### config.mk
export PLATFORM = sky130hd
export DESIGN_NAME = dual_proximity_pulse_alert_flat
export DESIGN_NICKNAME = d
export VERILOG_FILES = /design/src/hw/rtl/dppa_pkg.sv /design/src/hw/rtl/dppa_tick_if.sv /design/src/hw/rtl/dppa_alert_if.sv /design/src/hw/rtl/dppa_cfg.sv /design/src/hw/rtl/dppa_div.sv /design/src/hw/rtl/dppa_dp.sv /design/src/hw/rtl/dppa_ctrl.sv /design/src/hw/rtl/dual_proximity_pulse_alert.sv /design/src/flat_wrapper.sv
export SDC_FILE = /design/constraint.sdc
export NUM_CORES = 1
export LEC_CHECK = 0
export ABC_CLOCK_PERIOD_IN_PS = 7800
export BUFFER_PORTS_ARGS = -buffer_cell sky130_fd_sc_hd__buf_2
export CAP_MARGIN = 20
export CORE_MARGIN = 2
export CORE_UTILIZATION = 37
export CTS_BUF_LIST = sky130_fd_sc_hd__clkbuf_2 sky130_fd_sc_hd__clkbuf_4 sky130_fd_sc_hd__clkbuf_8
export DETAILED_ROUTE_END_ITERATION = 7
export PLACE_DENSITY_LB_ADDON = 0.3
export SETUP_SLACK_MARGIN = 0.1
export SLEW_MARGIN = 20
export SYNTH_ARGS = -nofsm -noshare
export SYNTH_HDL_FRONTEND = slang
export SYNTH_SLANG_ARGS = --single-unit
export TNS_END_PERCENT = 1
### constraint.sdc
create_clock -name clk -period 7.8 [get_ports clk]
set_input_delay 0.39 -clock clk [delete_from_list [all_inputs] [get_ports clk]]
set_output_delay 0.39 -clock clk [all_outputs]
set_load 0.05 [all_outputs]
### src/hw/rtl/dppa_pkg.sv
package dppa_pkg;

    // field widths
    localparam int ECHO_W      = 15;
    localparam int INTERVAL_W  = 10;
    localparam int SAMPLE_W    = 10;
    localparam int CM_W        = 9;
    localparam int LOCKOUT_W   = 8;

    localparam int ELAPSED_WIDTH_DEF = 10;

    // distance: floor(w*17/1000) == (w * DIST_MULT) >> DIST_SHIFT for w <= 30000
    localparam int MUL_A_W    = 15;
    localparam int MUL_B_W    = 24;
    localparam int PROD_W     = MUL_A_W + MUL_B_W;
    localparam int DIST_W     = 10;
    localparam int DIST_SHIFT = PROD_W - DIST_W;
    localparam logic [MUL_B_W-1:0] DIST_MULT  = 24'd9126807;
    localparam logic [ECHO_W-1:0]  ECHO_LIMIT = 15'd30000;

    // interval divider: |num| < 2^19, span < 2^9
    localparam int DIV_NUM_W = 19;
    localparam int DIV_DEN_W = CM_W;

    // apb
    localparam int APB_ADDR_W = 5;
    localparam int APB_DATA_W = 32;

    // register reset values
    localparam logic [SAMPLE_W-1:0]   RST_SAMPLE_PERIOD = 10'd60;
    localparam logic [CM_W-1:0]       RST_NEAR_LIMIT    = 9'd2;
    localparam logic [CM_W-1:0]       RST_UPPER_FAR     = 9'd100;
    localparam logic [CM_W-1:0]       RST_LOWER_FAR     = 9'd150;
    localparam logic [INTERVAL_W-1:0] RST_FASTEST       = 10'd50;
    localparam logic [INTERVAL_W-1:0] RST_SLOWEST       = 10'd600;
    localparam logic [LOCKOUT_W-1:0]  RST_LOCKOUT       = 8'd200;

    typedef enum logic [2:0] {
        REG_SAMPLE_PERIOD,
        REG_NEAR_LIMIT,
        REG_UPPER_FAR,
        REG_LOWER_FAR,
        REG_FASTEST,
        REG_SLOWEST,
        REG_LOCKOUT
    } dppa_reg_t;

    typedef struct packed {
        logic [SAMPLE_W-1:0]   sample_period;
        logic [CM_W-1:0]       near_limit_cm;
        logic [CM_W-1:0]       upper_far_cm;
        logic [CM_W-1:0]       lower_far_cm;
        logic [INTERVAL_W-1:0] fastest_interval;
        logic [INTERVAL_W-1:0] slowest_interval;
        logic [LOCKOUT_W-1:0]  lockout_ticks;
    } dppa_cfg_t;

    typedef enum logic [3:0] {
        S_IDLE,
        S_FRONT,
        S_DIST,
        S_RANGE,
        S_SCALE,
        S_DIV_GO,
        S_DIV_WAIT,
        S_STORE,
        S_FINISH
    } dppa_state_t;

    typedef struct packed {
        logic load_in;
        logic front;
        logic mul_dist;
        logic range_chk;
        logic mul_scale;
        logic div_start;
        logic store;
        logic chan;
        logic finish;
    } dppa_cmd_t;

    typedef struct packed {
        logic sample_due;
        logic in_range;
        logic div_busy;
        logic out_free;
    } dppa_status_t;

endpackage

### src/hw/rtl/dppa_tick_if.sv
interface dppa_tick_if import dppa_pkg::*; ();

    logic              valid;
    logic              ready;
    logic              button_level;
    logic [ECHO_W-1:0] echo_upper_us;
    logic [ECHO_W-1:0] echo_lower_us;

    modport source (
        output valid,
        output button_level,
        output echo_upper_us,
        output echo_lower_us,
        input  ready
    );

    modport sink (
        input  valid,
        input  button_level,
        input  echo_upper_us,
        input  echo_lower_us,
        output ready
    );

endinterface

### src/hw/rtl/dppa_alert_if.sv
interface dppa_alert_if import dppa_pkg::*; ();

    logic                  valid;
    logic                  ready;
    logic                  motor_on;
    logic                  buzzer_on;
    logic                  system_on;
    logic [INTERVAL_W-1:0] motor_interval;
    logic [INTERVAL_W-1:0] buzzer_interval;

    modport source (
        output valid,
        output motor_on,
        output buzzer_on,
        output system_on,
        output motor_interval,
        output buzzer_interval,
        input  ready
    );

    modport sink (
        input  valid,
        input  motor_on,
        input  buzzer_on,
        input  system_on,
        input  motor_interval,
        input  buzzer_interval,
        output ready
    );

endinterface

### src/hw/rtl/dppa_cfg.sv
module dppa_cfg import dppa_pkg::*; (
    input  logic                  clk,
    input  logic                  rst_n,
    input  logic                  psel,
    input  logic                  penable,
    input  logic                  pwrite,
    input  logic [APB_ADDR_W-1:0] paddr,
    input  logic [APB_DATA_W-1:0] pwdata,
    output logic [APB_DATA_W-1:0] prdata,
    output logic                  pready,
    output dppa_cfg_t             cfg
);

    dppa_cfg_t cfg_reg;
    logic      wr_en;
    logic [2:0] reg_idx;

    assign pready  = 1'b1;
    assign wr_en   = psel && penable && pwrite;
    assign reg_idx = paddr[APB_ADDR_W-1:2];
    assign cfg     = cfg_reg;

    always_ff @(posedge clk or negedge rst_n)
    begin
        if (!rst_n)
        begin
            cfg_reg.sample_period    <= RST_SAMPLE_PERIOD;
            cfg_reg.near_limit_cm    <= RST_NEAR_LIMIT;
            cfg_reg.upper_far_cm     <= RST_UPPER_FAR;
            cfg_reg.lower_far_cm     <= RST_LOWER_FAR;
            cfg_reg.fastest_interval <= RST_FASTEST;
            cfg_reg.slowest_interval <= RST_SLOWEST;
            cfg_reg.lockout_ticks    <= RST_LOCKOUT;
        end
        else if (wr_en)
        begin
            unique case (reg_idx)
                REG_SAMPLE_PERIOD: cfg_reg.sample_period    <= pwdata[SAMPLE_W-1:0];
                REG_NEAR_LIMIT:    cfg_reg.near_limit_cm    <= pwdata[CM_W-1:0];
                REG_UPPER_FAR:     cfg_reg.upper_far_cm     <= pwdata[CM_W-1:0];
                REG_LOWER_FAR:     cfg_reg.lower_far_cm     <= pwdata[CM_W-1:0];
                REG_FASTEST:       cfg_reg.fastest_interval <= pwdata[INTERVAL_W-1:0];
                REG_SLOWEST:       cfg_reg.slowest_interval <= pwdata[INTERVAL_W-1:0];
                REG_LOCKOUT:       cfg_reg.lockout_ticks    <= pwdata[LOCKOUT_W-1:0];
                default:           ;
            endcase
        end
    end

    always_comb
    begin
        unique case (reg_idx)
            REG_SAMPLE_PERIOD: prdata = APB_DATA_W'(cfg_reg.sample_period);
            REG_NEAR_LIMIT:    prdata = APB_DATA_W'(cfg_reg.near_limit_cm);
            REG_UPPER_FAR:     prdata = APB_DATA_W'(cfg_reg.upper_far_cm);
            REG_LOWER_FAR:     prdata = APB_DATA_W'(cfg_reg.lower_far_cm);
            REG_FASTEST:       prdata = APB_DATA_W'(cfg_reg.fastest_interval);
            REG_SLOWEST:       prdata = APB_DATA_W'(cfg_reg.slowest_interval);
            REG_LOCKOUT:       prdata = APB_DATA_W'(cfg_reg.lockout_ticks);
            default:           prdata = '0;
        endcase
    end

endmodule

### src/hw/rtl/dppa_div.sv
module dppa_div import dppa_pkg::*; (
    input  logic                 clk,
    input  logic                 rst_n,
    input  logic                 start,
    input  logic [DIV_NUM_W-1:0] dividend,
    input  logic [DIV_DEN_W-1:0] divisor,
    output logic                 busy,
    output logic [DIV_NUM_W-1:0] quotient
);

    localparam int CNT_W = $clog2(DIV_NUM_W + 1);

    logic                 busy_reg;
    logic [CNT_W-1:0]     cnt_reg;
    logic [DIV_NUM_W-1:0] quo_reg;
    logic [DIV_DEN_W-1:0] rem_reg;
    logic [DIV_DEN_W-1:0] den_reg;
    logic [DIV_DEN_W:0]   trial;
    logic [DIV_DEN_W:0]   trial_sub;
    logic                 fits;
    logic [DIV_DEN_W-1:0] rem_next;

    // restoring division, one quotient bit per cycle
    assign trial     = {rem_reg, quo_reg[DIV_NUM_W-1]};
    assign trial_sub = trial - {1'b0, den_reg};
    assign fits      = trial >= {1'b0, den_reg};
    assign rem_next  = fits ? trial_sub[DIV_DEN_W-1:0] : trial[DIV_DEN_W-1:0];

    assign busy     = busy_reg;
    assign quotient = quo_reg;

    always_ff @(posedge clk or negedge rst_n)
    begin
        if (!rst_n)
        begin
            busy_reg <= 1'b0;
            cnt_reg  <= '0;
        end
        else if (start)
        begin
            busy_reg <= 1'b1;
            cnt_reg  <= CNT_W'(DIV_NUM_W);
        end
        else if (busy_reg)
        begin
            cnt_reg <= cnt_reg - 1'b1;
            if (cnt_reg == CNT_W'(1))
            begin
                busy_reg <= 1'b0;
            end
        end
    end

    always_ff @(posedge clk)
    begin
        if (start)
        begin
            quo_reg <= dividend;
            rem_reg <= '0;
            den_reg <= divisor;
        end
        else if (busy_reg)
        begin
            quo_reg <= {quo_reg[DIV_NUM_W-2:0], fits};
            rem_reg <= rem_next;
        end
    end

endmodule

### src/hw/rtl/dppa_dp.sv
module dppa_dp import dppa_pkg::*; #(
    parameter int ELAPSED_WIDTH = ELAPSED_WIDTH_DEF
) (
    input  logic                  clk,
    input  logic                  rst_n,
    input  dppa_cmd_t             cmd,
    output dppa_status_t          status,
    input  dppa_cfg_t             cfg,
    input  logic                  button_level,
    input  logic [ECHO_W-1:0]     echo_upper_us,
    input  logic [ECHO_W-1:0]     echo_lower_us,
    output logic                  out_valid,
    input  logic                  out_ready,
    output logic                  motor_on,
    output logic                  buzzer_on,
    output logic                  system_on,
    output logic [INTERVAL_W-1:0] motor_interval,
    output logic [INTERVAL_W-1:0] buzzer_interval
);

    // latched tick
    logic              button_reg;
    logic [ECHO_W-1:0] echo_up_reg;
    logic [ECHO_W-1:0] echo_lo_reg;

    // block state
    logic                     active_reg;
    logic                     prev_button_reg;
    logic [LOCKOUT_W-1:0]     lockout_reg;
    logic                     main_reg;
    logic [ELAPSED_WIDTH-1:0] sample_el_reg;
    logic [ELAPSED_WIDTH-1:0] motor_el_reg;
    logic [ELAPSED_WIDTH-1:0] buzzer_el_reg;
    logic [INTERVAL_W-1:0]    motor_per_reg;
    logic [INTERVAL_W-1:0]    buzzer_per_reg;
    logic                     motor_ph_reg;
    logic                     buzzer_ph_reg;

    // arithmetic
    logic [PROD_W-1:0]  prod_reg;
    logic [CM_W-1:0]    diff_reg;
    logic [MUL_A_W-1:0] mul_a;
    logic [MUL_B_W-1:0] mul_b;

    // result register
    logic                  out_valid_reg;
    logic                  out_motor_reg;
    logic                  out_buzzer_reg;
    logic                  out_system_reg;
    logic [INTERVAL_W-1:0] out_motor_int_reg;
    logic [INTERVAL_W-1:0] out_buzzer_int_reg;

    // front-end decode
    logic locked;
    logic press;
    logic active_next;
    logic sample_due;

    // per-channel mapping
    logic [ECHO_W-1:0]     w_sel;
    logic [CM_W-1:0]       far_sel;
    logic [DIST_W-1:0]     dist_cm;
    logic [DIST_W-1:0]     diff_full;
    logic                  w_ok;
    logic                  in_range;
    logic                  delta_neg;
    logic [INTERVAL_W-1:0] abs_delta;
    logic [CM_W:0]         span_full;
    logic                  div_busy;
    logic [DIV_NUM_W-1:0]  quot;
    logic [INTERVAL_W+1:0] mapped;
    logic [INTERVAL_W-1:0] mapped_per;

    // end-of-tick update
    logic                     run;
    logic                     quiet;
    logic                     motor_fire;
    logic                     buzzer_fire;
    logic                     motor_ph_next;
    logic                     buzzer_ph_next;
    logic [ELAPSED_WIDTH-1:0] motor_el_mid;
    logic [ELAPSED_WIDTH-1:0] buzzer_el_mid;
    logic [ELAPSED_WIDTH-1:0] sample_el_next;
    logic [ELAPSED_WIDTH-1:0] motor_el_next;
    logic [ELAPSED_WIDTH-1:0] buzzer_el_next;

    assign locked      = lockout_reg != '0;
    assign press       = !button_reg && prev_button_reg;
    assign active_next = (!locked && press) ? !active_reg : active_reg;
    assign sample_due  = !locked && active_next &&
                         (sample_el_reg >= ELAPSED_WIDTH'(cfg.sample_period));

    assign w_sel     = cmd.chan ? echo_lo_reg : echo_up_reg;
    assign far_sel   = cmd.chan ? cfg.lower_far_cm : cfg.upper_far_cm;
    assign dist_cm   = prod_reg[DIST_SHIFT +: DIST_W];
    assign diff_full = dist_cm - {1'b0, cfg.near_limit_cm};
    assign w_ok      = (w_sel != '0) && (w_sel <= ECHO_LIMIT);
    assign in_range  = w_ok && (dist_cm > {1'b0, cfg.near_limit_cm}) &&
                       (dist_cm <= {1'b0, far_sel});

    assign delta_neg = cfg.slowest_interval < cfg.fastest_interval;
    assign abs_delta = delta_neg ? cfg.fastest_interval - cfg.slowest_interval
                                 : cfg.slowest_interval - cfg.fastest_interval;
    assign span_full = {1'b0, far_sel} - {1'b0, cfg.near_limit_cm};

    // one multiplier: echo width times the cm constant, then offset times slope
    assign mul_a = cmd.mul_scale ? MUL_A_W'(diff_reg) : w_sel;
    assign mul_b = cmd.mul_scale ? MUL_B_W'(abs_delta) : DIST_MULT;

    dppa_div u_div (
        .clk      (clk),
        .rst_n    (rst_n),
        .start    (cmd.div_start),
        .dividend (prod_reg[DIV_NUM_W-1:0]),
        .divisor  (span_full[CM_W-1:0]),
        .busy     (div_busy),
        .quotient (quot)
    );

    // quotient magnitude never exceeds the slope, so the sum stays in range
    always_comb
    begin
        if (delta_neg)
        begin
            mapped = {2'b00, cfg.fastest_interval} - {2'b00, quot[INTERVAL_W-1:0]};
        end
        else
        begin
            mapped = {2'b00, cfg.fastest_interval} + {2'b00, quot[INTERVAL_W-1:0]};
        end
        mapped_per = mapped[INTERVAL_W+1] ? '0 : mapped[INTERVAL_W-1:0];
    end

    assign run   = main_reg && active_reg;
    assign quiet = main_reg && !active_reg;

    assign motor_fire  = run && (motor_per_reg != '0) &&
                         (motor_el_reg >= ELAPSED_WIDTH'(motor_per_reg));
    assign buzzer_fire = run && (buzzer_per_reg != '0) &&
                         (buzzer_el_reg >= ELAPSED_WIDTH'(buzzer_per_reg));

    always_comb
    begin
        if (quiet || (run && motor_per_reg == '0))
        begin
            motor_ph_next = 1'b0;
        end
        else
        begin
            motor_ph_next = motor_fire ? !motor_ph_reg : motor_ph_reg;
        end
        if (quiet || (run && buzzer_per_reg == '0))
        begin
            buzzer_ph_next = 1'b0;
        end
        else
        begin
            buzzer_ph_next = buzzer_fire ? !buzzer_ph_reg : buzzer_ph_reg;
        end
        motor_el_mid  = motor_fire ? '0 : motor_el_reg;
        buzzer_el_mid = buzzer_fire ? '0 : buzzer_el_reg;
        // saturating increments
        sample_el_next = (&sample_el_reg) ? sample_el_reg : sample_el_reg + 1'b1;
        motor_el_next  = (&motor_el_mid) ? motor_el_mid : motor_el_mid + 1'b1;
        buzzer_el_next = (&buzzer_el_mid) ? buzzer_el_mid : buzzer_el_mid + 1'b1;
    end

    always_ff @(posedge clk)
    begin
        if (cmd.load_in)
        begin
            button_reg  <= button_level;
            echo_up_reg <= echo_upper_us;
            echo_lo_reg <= echo_lower_us;
        end
        if (cmd.mul_dist || cmd.mul_scale)
        begin
            prod_reg <= mul_a * mul_b;
        end
        if (cmd.range_chk)
        begin
            diff_reg <= diff_full[CM_W-1:0];
        end
        if (cmd.finish)
        begin
            out_motor_reg      <= motor_ph_next;
            out_buzzer_reg     <= buzzer_ph_next;
            out_system_reg     <= active_reg;
            out_motor_int_reg  <= motor_per_reg;
            out_buzzer_int_reg <= buzzer_per_reg;
        end
    end

    always_ff @(posedge clk or negedge rst_n)
    begin
        if (!rst_n)
        begin
            active_reg      <= 1'b1;
            prev_button_reg <= 1'b1;
            lockout_reg     <= '0;
            main_reg        <= 1'b0;
            sample_el_reg   <= '0;
            motor_el_reg    <= '0;
            buzzer_el_reg   <= '0;
            motor_per_reg   <= '0;
            buzzer_per_reg  <= '0;
            motor_ph_reg    <= 1'b0;
            buzzer_ph_reg   <= 1'b0;
            out_valid_reg   <= 1'b0;
        end
        else
        begin
            if (cmd.front)
            begin
                if (locked)
                begin
                    lockout_reg <= lockout_reg - 1'b1;
                    main_reg    <= 1'b0;
                end
                else
                begin
                    if (press)
                    begin
                        lockout_reg <= cfg.lockout_ticks;
                    end
                    prev_button_reg <= button_reg;
                    active_reg      <= active_next;
                    main_reg        <= 1'b1;
                end
                if (sample_due)
                begin
                    sample_el_reg <= '0;
                end
            end

            // an out-of-range distance turns the channel off
            if (cmd.range_chk && !in_range)
            begin
                if (cmd.chan)
                begin
                    buzzer_per_reg <= '0;
                end
                else
                begin
                    motor_per_reg <= '0;
                end
            end
            if (cmd.store)
            begin
                if (cmd.chan)
                begin
                    buzzer_per_reg <= mapped_per;
                end
                else
                begin
                    motor_per_reg <= mapped_per;
                end
            end

            if (cmd.finish)
            begin
                motor_ph_reg  <= motor_ph_next;
                buzzer_ph_reg <= buzzer_ph_next;
                sample_el_reg <= sample_el_next;
                motor_el_reg  <= motor_el_next;
                buzzer_el_reg <= buzzer_el_next;
                out_valid_reg <= 1'b1;
            end
            else if (out_ready)
            begin
                out_valid_reg <= 1'b0;
            end
        end
    end

    assign status.sample_due = sample_due;
    assign status.in_range   = in_range;
    assign status.div_busy   = div_busy;
    assign status.out_free   = !out_valid_reg || out_ready;

    assign out_valid       = out_valid_reg;
    assign motor_on        = out_motor_reg;
    assign buzzer_on       = out_buzzer_reg;
    assign system_on       = out_system_reg;
    assign motor_interval  = out_motor_int_reg;
    assign buzzer_interval = out_buzzer_int_reg;

endmodule

### src/hw/rtl/dppa_ctrl.sv
module dppa_ctrl import dppa_pkg::*; (
    input  logic         clk,
    input  logic         rst_n,
    input  logic         in_valid,
    output logic         in_ready,
    input  dppa_status_t status,
    output dppa_cmd_t    cmd
);

    dppa_state_t state_reg;
    dppa_state_t state_next;
    logic        chan_reg;
    logic        chan_next;

    always_ff @(posedge clk or negedge rst_n)
    begin
        if (!rst_n)
        begin
            state_reg <= S_IDLE;
            chan_reg  <= 1'b0;
        end
        else
        begin
            state_reg <= state_next;
            chan_reg  <= chan_next;
        end
    end

    always_comb
    begin
        state_next = state_reg;
        chan_next  = chan_reg;
        in_ready   = 1'b0;
        cmd        = '0;
        cmd.chan   = chan_reg;
        unique case (state_reg)
            S_IDLE:
            begin
                in_ready    = 1'b1;
                cmd.load_in = in_valid;
                if (in_valid)
                begin
                    state_next = S_FRONT;
                end
            end
            S_FRONT:
            begin
                cmd.front  = 1'b1;
                chan_next  = 1'b0;
                state_next = status.sample_due ? S_DIST : S_FINISH;
            end
            S_DIST:
            begin
                cmd.mul_dist = 1'b1;
                state_next   = S_RANGE;
            end
            S_RANGE:
            begin
                cmd.range_chk = 1'b1;
                if (status.in_range)
                begin
                    state_next = S_SCALE;
                end
                else if (chan_reg)
                begin
                    state_next = S_FINISH;
                end
                else
                begin
                    chan_next  = 1'b1;
                    state_next = S_DIST;
                end
            end
            S_SCALE:
            begin
                cmd.mul_scale = 1'b1;
                state_next    = S_DIV_GO;
            end
            S_DIV_GO:
            begin
                cmd.div_start = 1'b1;
                state_next    = S_DIV_WAIT;
            end
            S_DIV_WAIT:
            begin
                if (!status.div_busy)
                begin
                    state_next = S_STORE;
                end
            end
            S_STORE:
            begin
                cmd.store = 1'b1;
                if (chan_reg)
                begin
                    state_next = S_FINISH;
                end
                else
                begin
                    chan_next  = 1'b1;
                    state_next = S_DIST;
                end
            end
            S_FINISH:
            begin
                // hold the result until the output register can take it
                if (status.out_free)
                begin
                    cmd.finish = 1'b1;
                    state_next = S_IDLE;
                end
            end
            default:
            begin
                state_next = S_IDLE;
            end
        endcase
    end

    a_accept_to_front: assert property (@(posedge clk) disable iff (!rst_n)
        (state_reg == S_IDLE && in_valid) |=> (state_reg == S_FRONT))
        else $error("accepted tick did not start the front stage");

    a_finish_free: assert property (@(posedge clk) disable iff (!rst_n)
        cmd.finish |-> status.out_free)
        else $error("result written while output register still full");

    a_start_idle_div: assert property (@(posedge clk) disable iff (!rst_n)
        cmd.div_start |-> !status.div_busy)
        else $error("divider started while busy");

    a_store_after_div: assert property (@(posedge clk) disable iff (!rst_n)
        (state_reg == S_STORE) |-> ($past(state_reg) == S_DIV_WAIT && !status.div_busy))
        else $error("interval stored before the divider finished");

endmodule

### src/hw/rtl/dual_proximity_pulse_alert.sv
// a plain tick passes from idle through the front stage to the finish state, and a
// new tick is taken only back in idle, once the result is in the output register
// a sampling tick runs both channels through the shared multiplier and the
// 19-step divider; a channel out of range skips the scaling and the division,
// and a full output register holds the result in the finish state
// async active-low reset loads the register defaults, active on, all channels off
module dual_proximity_pulse_alert import dppa_pkg::*; #(
    parameter int ELAPSED_WIDTH = ELAPSED_WIDTH_DEF
) (
    input  logic                  clk,
    input  logic                  rst_n,
    dppa_tick_if.sink             tick,
    dppa_alert_if.source          alert,
    input  logic                  psel,
    input  logic                  penable,
    input  logic                  pwrite,
    input  logic [APB_ADDR_W-1:0] paddr,
    input  logic [APB_DATA_W-1:0] pwdata,
    output logic [APB_DATA_W-1:0] prdata,
    output logic                  pready
);

    dppa_cfg_t    cfg;
    dppa_cmd_t    cmd;
    dppa_status_t status;

    dppa_cfg_t cfg_unused_guard;
    assign cfg_unused_guard = cfg;

    dppa_cfg u_cfg (
        .clk     (clk),
        .rst_n   (rst_n),
        .psel    (psel),
        .penable (penable),
        .pwrite  (pwrite),
        .paddr   (paddr),
        .pwdata  (pwdata),
        .prdata  (prdata),
        .pready  (pready),
        .cfg     (cfg)
    );

    dppa_ctrl u_ctrl (
        .clk      (clk),
        .rst_n    (rst_n),
        .in_valid (tick.valid),
        .in_ready (tick.ready),
        .status   (status),
        .cmd      (cmd)
    );

    dppa_dp #(
        .ELAPSED_WIDTH (ELAPSED_WIDTH)
    ) u_dp (
        .clk             (clk),
        .rst_n           (rst_n),
        .cmd             (cmd),
        .status          (status),
        .cfg             (cfg_unused_guard),
        .button_level    (tick.button_level),
        .echo_upper_us   (tick.echo_upper_us),
        .echo_lower_us   (tick.echo_lower_us),
        .out_valid       (alert.valid),
        .out_ready       (alert.ready),
        .motor_on        (alert.motor_on),
        .buzzer_on       (alert.buzzer_on),
        .system_on       (alert.system_on),
        .motor_interval  (alert.motor_interval),
        .buzzer_interval (alert.buzzer_interval)
    );

endmodule
### src/flat_wrapper.sv
// flat-port wrapper written by rule: the top's interface ports become plain ports
module dual_proximity_pulse_alert_flat import dppa_pkg::*;
#(
    parameter int ELAPSED_WIDTH = ELAPSED_WIDTH_DEF
)
  (clk, rst_n, psel, penable, pwrite, paddr, pwdata, prdata, pready, tick_valid, tick_button_level, tick_echo_upper_us, tick_echo_lower_us, tick_ready, alert_valid, alert_motor_on, alert_buzzer_on, alert_system_on, alert_motor_interval, alert_buzzer_interval, alert_ready);
  dppa_tick_if tick_i ();
  dppa_alert_if alert_i ();
  input  logic clk;
  input  logic rst_n;
  input  logic psel;
  input  logic penable;
  input  logic pwrite;
  input  logic [APB_ADDR_W-1:0] paddr;
  input  logic [APB_DATA_W-1:0] pwdata;
  output logic [APB_DATA_W-1:0] prdata;
  output logic pready;
  input wire logic [$bits(tick_i.valid)-1:0] tick_valid;
  input wire logic [$bits(tick_i.button_level)-1:0] tick_button_level;
  input wire logic [$bits(tick_i.echo_upper_us)-1:0] tick_echo_upper_us;
  input wire logic [$bits(tick_i.echo_lower_us)-1:0] tick_echo_lower_us;
  output wire logic [$bits(tick_i.ready)-1:0] tick_ready;
  output wire logic [$bits(alert_i.valid)-1:0] alert_valid;
  output wire logic [$bits(alert_i.motor_on)-1:0] alert_motor_on;
  output wire logic [$bits(alert_i.buzzer_on)-1:0] alert_buzzer_on;
  output wire logic [$bits(alert_i.system_on)-1:0] alert_system_on;
  output wire logic [$bits(alert_i.motor_interval)-1:0] alert_motor_interval;
  output wire logic [$bits(alert_i.buzzer_interval)-1:0] alert_buzzer_interval;
  input wire logic [$bits(alert_i.ready)-1:0] alert_ready;
  assign tick_i.valid = tick_valid;
  assign tick_i.button_level = tick_button_level;
  assign tick_i.echo_upper_us = tick_echo_upper_us;
  assign tick_i.echo_lower_us = tick_echo_lower_us;
  assign tick_ready = tick_i.ready;
  assign alert_valid = alert_i.valid;
  assign alert_motor_on = alert_i.motor_on;
  assign alert_buzzer_on = alert_i.buzzer_on;
  assign alert_system_on = alert_i.system_on;
  assign alert_motor_interval = alert_i.motor_interval;
  assign alert_buzzer_interval = alert_i.buzzer_interval;
  assign alert_i.ready = alert_ready;
  dual_proximity_pulse_alert #(.ELAPSED_WIDTH(ELAPSED_WIDTH)) u_core (.clk(clk), .rst_n(rst_n), .tick(tick_i), .alert(alert_i), .psel(psel), .penable(penable), .pwrite(pwrite), .paddr(paddr), .pwdata(pwdata), .prdata(prdata), .pready(pready));
endmodule
==> results.cfg, run 1 <==
[outcome]
status = finished with violations
failed_checks = negative setup slack

[final_layout]
final_core_util_pct = 44.3
drive_gt1_share_pct = 18.7
area_growth_pct = 18.1
finalNetCount = 3046
largest_reg_flops = 65

[logic_synthesis]
synth_cell_type_count = 80
muxShareOfSynthArea_pct = 4.84
synth_top_family_by_area = adder cells
syn_inst = 2289
synthXorXnorAreaFrac_pct = 2.47
synth_fa_ha_area_share_pct = 28.3
ys_ff_latch = 269
synth_seq_area_share_pct = 32.3
async_flop_share_pct = 52.0
avgSynthCellArea_um2 = 9.90
synthFlopType = edfxtp_1
yosysWarnings = 0
synth_edf_count = 120
synth-simple-area-share_pct = 12.3
synth_compound_area_share_pct = 12.5
synth_area_um2 = 22700

[min_path]
min_path_type = primary input to flip-flop

[floorplanning]
start_util_pct = 37.5
core-area_um2 = 60500
rows = 90
die_w_um = 251
die-area_um2 = 63200
io_pins = 133
die_h_um = 251

[placement]
hpwl_um = 46300
place_congestion = 0.910
pre_cts_ws_ns = -0.292
placement.io_buffers = 85

[grt]
grt_pass1_vias = 17700
antenna_found_initial = 2
grt_pass1_wl_um = 93400
grt_usage_pct = 18.6
gr-total-overflow = 0
grt_max_degree = 86

[route]
routed-via-count = 17300
vias_per_cell = 5.13
dr.pass1.iters = 5
drt_iter0_drc = 1103
ant_nets = 0
wl_per_cell_um = 17.3
wl_um = 58500
drc = 0

[timing]
finalMaxSlewViolations = 0
max_freq_mhz = 128
period_needed_ns = 7.81
fin_skew_ns = 0.0292
hold_slack_ns = 0.0612
setup_tns_ns = -0.00521
worstMarginPinSlew_ns = 1.04
setup_slack_ns = -0.00521
relSlewSlack_pct = 30.2
hold_viol = 0
setup_viol = 1
fin_crit_sh_pct = 100
grt_setup_unrepaired = yes

[setup_path]
path_max_fanout = 6
crit_path_top_delay_cell = fa_1
crit_path_max_incr_delay_ns = 0.51
worst_setup_path_start_kind = flip-flop
path_class = flip-flop to flip-flop
endpoint_kind = flip-flop
cp.arrival_ns = 8.19
cp.required_ns = 8.19

[flow_run]
drv_cap = 0

[cts]
cts_sinks = 269
clock_latency_ns = 0.65
tritoncts = done
clock_path_buffers = 3
clockRootBuffer = clkbuf_8
cts_htree_levels = 2
cts.clk_slew.worst_paths_ns = 0.07
cts_buffers = 49
synth_stat cells, drive strengths merged (7+ instances only):
| master | count | share of area, % |
|---|---|---|
| a211oi | 12 | 0.42 |
| a21boi | 16 | 0.58 |
| a21o | 33 | 1.1 |
| a21oi | 118 | 2.6 |
| a31oi | 15 | 0.41 |
| and2 | 21 | 0.58 |
| and3 | 13 | 0.36 |
| buf | 37 | 1.1 |
| clkbuf | 44 | 0.73 |
| dfrtp | 116 | 13 |
| dfstp | 24 | 2.8 |
| dfxtp | 9 | 0.80 |
| edfxtp | 120 | 16 |
| fa | 154 | 14 |
| ha | 266 | 15 |
| inv | 328 | 5.4 |
| mux2 | 47 | 2.3 |
| mux2i | 42 | 1.9 |
| nand2 | 189 | 3.1 |
| nand2b | 38 | 1.0 |
| nand3 | 43 | 0.95 |
| nand4 | 23 | 0.64 |
| nor2 | 154 | 2.6 |
| nor2b | 24 | 0.66 |
| nor3 | 34 | 0.75 |
| o211ai | 17 | 0.56 |
| o21a | 18 | 0.60 |
| o21ai | 117 | 2.6 |
| o21bai | 9 | 0.30 |
| o22ai | 14 | 0.39 |
| o2bb2ai | 8 | 0.31 |
| o31ai | 8 | 0.27 |
| o32ai | 7 | 0.27 |
| or2 | 10 | 0.28 |
| or3 | 13 | 0.36 |
| or4 | 7 | 0.23 |
| xnor2 | 36 | 1.4 |
| xor2 | 28 | 1.1 |
what timing repair did:
item,CTS,global route
setup buffers,4,5
hold buffers,33,0
hold endpoints to repair,105,0
resized for setup,35,36
pin swaps,36,22
setup endpoints to repair,11,15
cell usage in the layout, fill, tap and decap left out, types with 33 or more instances in the layout:
cell,synthesis,final
conb_1,2,37
dfrtp_1,116,115
nor2_1,153,148
a21o_1,33,33
nand2b_1,38,37
mux2i_1,41,36
buf_2,5,84
clkbuf_8,0,61
mux2_2,47,47
inv_1,327,317
xnor2_1,36,34
o21ai_0,113,109
edfxtp_1,120,120
a21oi_1,117,109
nand2_1,189,186
nand3_1,43,40
dlygate4sd3_1,0,33
fa_1,154,153
buf_4,26,133
ha_1,266,253
metrics by stage:
step | cells | cell area, um2
after CTS | 3368 | 26500
after global placement | 3240 | 24900
final | 3374 | 26800
after global routing | 3374 | 26800
after detailed placement | 3240 | 24900
after floorplan | 2324 | 22900
final timing paths:
| kind | from | to | slack, ns | depth (start not counted) |
|---|---|---|---|---|
| setup / recovery | u_core.u_cfg.cfg[8] | u_core.u_dp.prod_reg[36] | -0.005 | 37 |
| hold / removal | pwdata[4] | u_core.u_cfg.cfg[12] | 0.06 | 3 |
| min in group asynchronous | rst_n | u_core.u_dp.buzzer_el_reg[5] | 0.36 | 2 |
| hold reg to reg | u_core.u_dp.buzzer_per_reg[7] | u_core.u_dp.buzzer_interval[7] | 0.49 | 0 |
| setup reg to reg | u_core.u_cfg.cfg[8] | u_core.u_dp.prod_reg[36] | -0.005 | 37 |
| max in group asynchronous | rst_n | u_core.u_cfg.cfg[33] | 6.13 | 3 |
critical path, delay by kind of cell (launching register included):
kind,cells,cell delay (ns)
compound gates,11,1.93
buf+inv,12,1.03
simple gates,3,0.47
xor+xnor,1,0.08
fa+ha+maj,9,3.34
mux,1,0.29
flops,1,0.40
cells by family after synthesis:
group	Yosys count
AO/OA/AOI/OAI	438
XOR/XNOR	64
adder cells (fa/ha/maj)	420
buffers and inverters	410
flip-flops	269
multiplexers	95
other	2
AND/OR/NAND/NOR	591
cell type report:
| type | instances | area (um2) |
|---|---|---|
| Antenna cell | 1 | 2.50 |
| Clock buffer | 71 | 915 |
| Clock inverter | 20 | 196 |
| Fill cell | 5763 | 33700 |
| Inverter | 329 | 1230 |
| Multi-Input combinational cell | 1645 | 14300 |
| Sequential cell | 269 | 7320 |
| Tap cell | 782 | 978 |
| Timing Repair Buffer | 257 | 1840 |
per-layer routing:
metal / vias up / global-route usage [%] / part of all wire (%)
met4: 0 / 6.63 / 3.4
met5: - / 0 / 0
met3: 104 / 3.14 / 5.0
met1: 8517 / 23.8 / 43
met2: 387 / 31.7 / 49
li1: 8315 / - / -
Power of run 1 is not shown: default switching activity piles up to over one toggle a cycle in this logic, so the estimate is an artifact.
==> run 2: changes to the inputs <==
--- a/config.mk
+++ b/config.mk
@@ -19,2 +19,3 @@
 export SYNTH_HDL_FRONTEND = slang
+export SYNTH_HIERARCHICAL = 1
 export SYNTH_SLANG_ARGS = --single-unit
==> constraint.sdc (replaced) <==
create_clock -name clk -period 7.8 [get_ports clk]
set_input_delay 2.34 -clock clk [delete_from_list [all_inputs] [get_ports clk]]
set_output_delay 2.34 -clock clk [all_outputs]
set_load 0.05 [all_outputs]
==> results.cfg, run 2 <==
[floorplanning]
io_pins = 133
die_w_um = 255
rows = 92
die_h_um = 255
die-area_um2 = 65200
start_util_pct = 37.3
core-area_um2 = 62700

[setup_path]
worst_setup_path_start_kind = flip-flop
cp_top_family = adder cells
cp.arrival_ns = 8.28
cp.required_ns = 8.19
reg2reg_to = u_core/u_dp/prod_reg[35]
reg2reg_slack_ns = -0.09
crit_path_max_incr_delay_ns = 0.53
crit_path_top_delay_cell = dfstp_2
path_class = flip-flop to flip-flop
r2r-start = u_core/u_cfg/cfg[11]
crit_top_cell = fa_1
endpoint_kind = flip-flop
critPathBufInv = 11
path_max_fanout = 6
reg2reg_depth = 35

[cts]
clockRootBuffer = clkbuf_8
tritoncts = done
clock_latency_ns = 0.65
cts_htree_levels = 2
clock_path_buffers = 3
cts_hold_buf = 0
cts_buffers = 50
cts.clk_slew.worst_paths_ns = 0.06
cts_sinks = 269

[final_layout]
layout_commonest_cell = inv_1
finalNetCount = 3030
stdcell_area_um2 = 27300
mostFrequentLayoutCells = 326 x inv_1, 254 x ha_1, 162 x buf_4
drive_gt1_share_pct = 21.7
final-seq-area_um2 = 7320
fillers = 6019
largest_reg_flops = 65
multi_input_area_um2 = 14900
area_growth_pct = 16.7

[min_path]
min_to = u_core/u_dp/buzzer_interval[7]
min_path_cells = 0
min_from = u_core/u_dp/buzzer_per_reg[7]
min_path_type = flip-flop to flip-flop

[timing]
worstMarginPinSlew_ns = 0.973
fin_skew_ns = 0.0245
period_needed_ns = 7.89
hold_viol = 0
finalMaxSlewViolations = 0
fin_crit_sh_pct = 101
setup_tns_ns = -0.160
setup_viol = 3
setup_slack_ns = -0.0918
grt_setup_unrepaired = yes
max_freq_mhz = 127
relSlewSlack_pct = 35.1

[logic_synthesis]
async_flop_share_pct = 52.0
synth_top_area_share_pct = 15.4
synth.area.top_cells = edfxtp_1 15%, ha_1 14%, fa_1 14%, dfrtp_1 12%, inv_1 5.3%
synth_cell_type_count = 94
ys_ff_latch = 269
syn_inst = 2280
synth_edf_count = 120
synth_seq_area_share_pct = 31.3
synth_area_um2 = 23400
yosysWarnings = 6
synthFlopType = edfxtp_1
synth_common_cells = 330 x inv_1, 263 x ha_1, 159 x fa_1
synth.most_common_cell = inv_1
avgSynthCellArea_um2 = 10.3
synth.largest_area_cell = edfxtp_1

[grt]
antenna_found_initial = 1
grt_pass1_vias = 18700
grt_max_degree = 72
grt_usage_pct = 18.8
gr-total-overflow = 0
grt_pass1_wl_um = 98400

[route]
dr.pass1.iters = 5
drt_iter0_drc = 993
wl_um = 60500
drc = 0
ant_nets = 0
routed-via-count = 17500
vias_per_cell = 5.11
wl_per_cell_um = 17.7

[placement]
hpwl_um = 47600
place_congestion = 0.901
placement.io_buffers = 85
dpl-instance-area_um2 = 25800

[outcome]
status = finished with violations
failed_checks = negative setup slack

[flow_run]
drv_cap = 0
[run 2: changes by cell type after synthesis, sizes merged, moves of 11 or more]
cell    change
buf        +18
o211ai     -11
o21ai      -50
nand3b     +17
nand2      -68
o22ai      -11
mux2       +54
nand4      -11
mux2i      +13
and3       +13
clkbuf     -11
[run 2: kinds of logic after synthesis]
family	synth area share [%]
flip-flops	31.3
adder cells (fa/ha/maj)	27.7
XOR/XNOR	2.17
multiplexers	7.68
other	0.0642
buffers and inverters	7.40
AND/OR/NAND/NOR	12.0
AO/OA/AOI/OAI	11.7
[run 2: per-layer routing]
layer  vias to the layer above  part of all wire (%)  GRT usage, %
li1                       8373                     -             -
met3                       100                   3.7          2.27
met5                         -                     0             0
met2                       349                    51          33.9
met1                      8670                    43          23.1
met4                         0                   2.8          6.13
[run 2: how the worst max path moves through the flow]
| stage | startpoint | endpoint | slack (ns) | cells past startpoint |
|---|---|---|---|---|
| global placement | u_core/u_cfg/cfg[8] | u_core/u_dp/prod_reg[36] | -0.58 | 34 |
| CTS | u_core/u_cfg/cfg[8] | u_core/u_dp/prod_reg[35] | -0.07 | 33 |
| floorplan | u_core/u_cfg/cfg[11] | u_core/u_dp/prod_reg[35] | 0.09 | 33 |
| global route | u_core/u_cfg/cfg[11] | u_core/u_dp/prod_reg[36] | -0.43 | 37 |
| finish | u_core/u_cfg/cfg[11] | u_core/u_dp/prod_reg[35] | -0.09 | 35 |
| detailed placement | u_core/u_cfg/cfg[8] | u_core/u_dp/prod_reg[36] | -0.62 | 33 |
[run 2: cell type report]
cell class | count | share of cell area, %
diodes | 1 | 0.00917
clock buffers | 73 | 3.27
clock inverters | 20 | 0.614
inverters | 331 | 4.55
multi-input cells | 1629 | 54.6
flip-flops and latches | 269 | 26.8
well taps | 846 | 3.88
repair buffers | 252 | 6.28
[run 2: worst register-to-register path: cells and delay by family (launching register included)]
kind / cells / cell delay, ns
AO/OA/AOI/OAI: 8 / 1.42
adder cells (fa/ha/maj): 8 / 3.57
buffers and inverters: 11 / 0.95
flip-flops: 1 / 0.53
AND/OR/NAND/NOR: 8 / 1.18
[run 2: what timing repair did]
action | in CTS | in global routing
pin swaps | 20 | 8
resized for setup | 55 | 14
setup buffers | 3 | 1
setup endpoints to repair | 11 | 14
[run 2: stage by stage]
stage | cells | hold slack, ns | setup WS (ns) | util [%]
after global placement | 3323 | 0.477 | -0.578 | 41.2
after CTS | 3419 | 0.499 | -0.0715 | 43.4
after floorplan | 2317 | 0.447 | 0.0911 | -
after global routing | 3421 | 0.525 | -0.432 | 43.5
final | 3421 | 0.496 | -0.0918 | 43.5
after detailed placement | 3323 | 0.488 | -0.618 | 41.2
Power of run 2 is left out for the same reason.
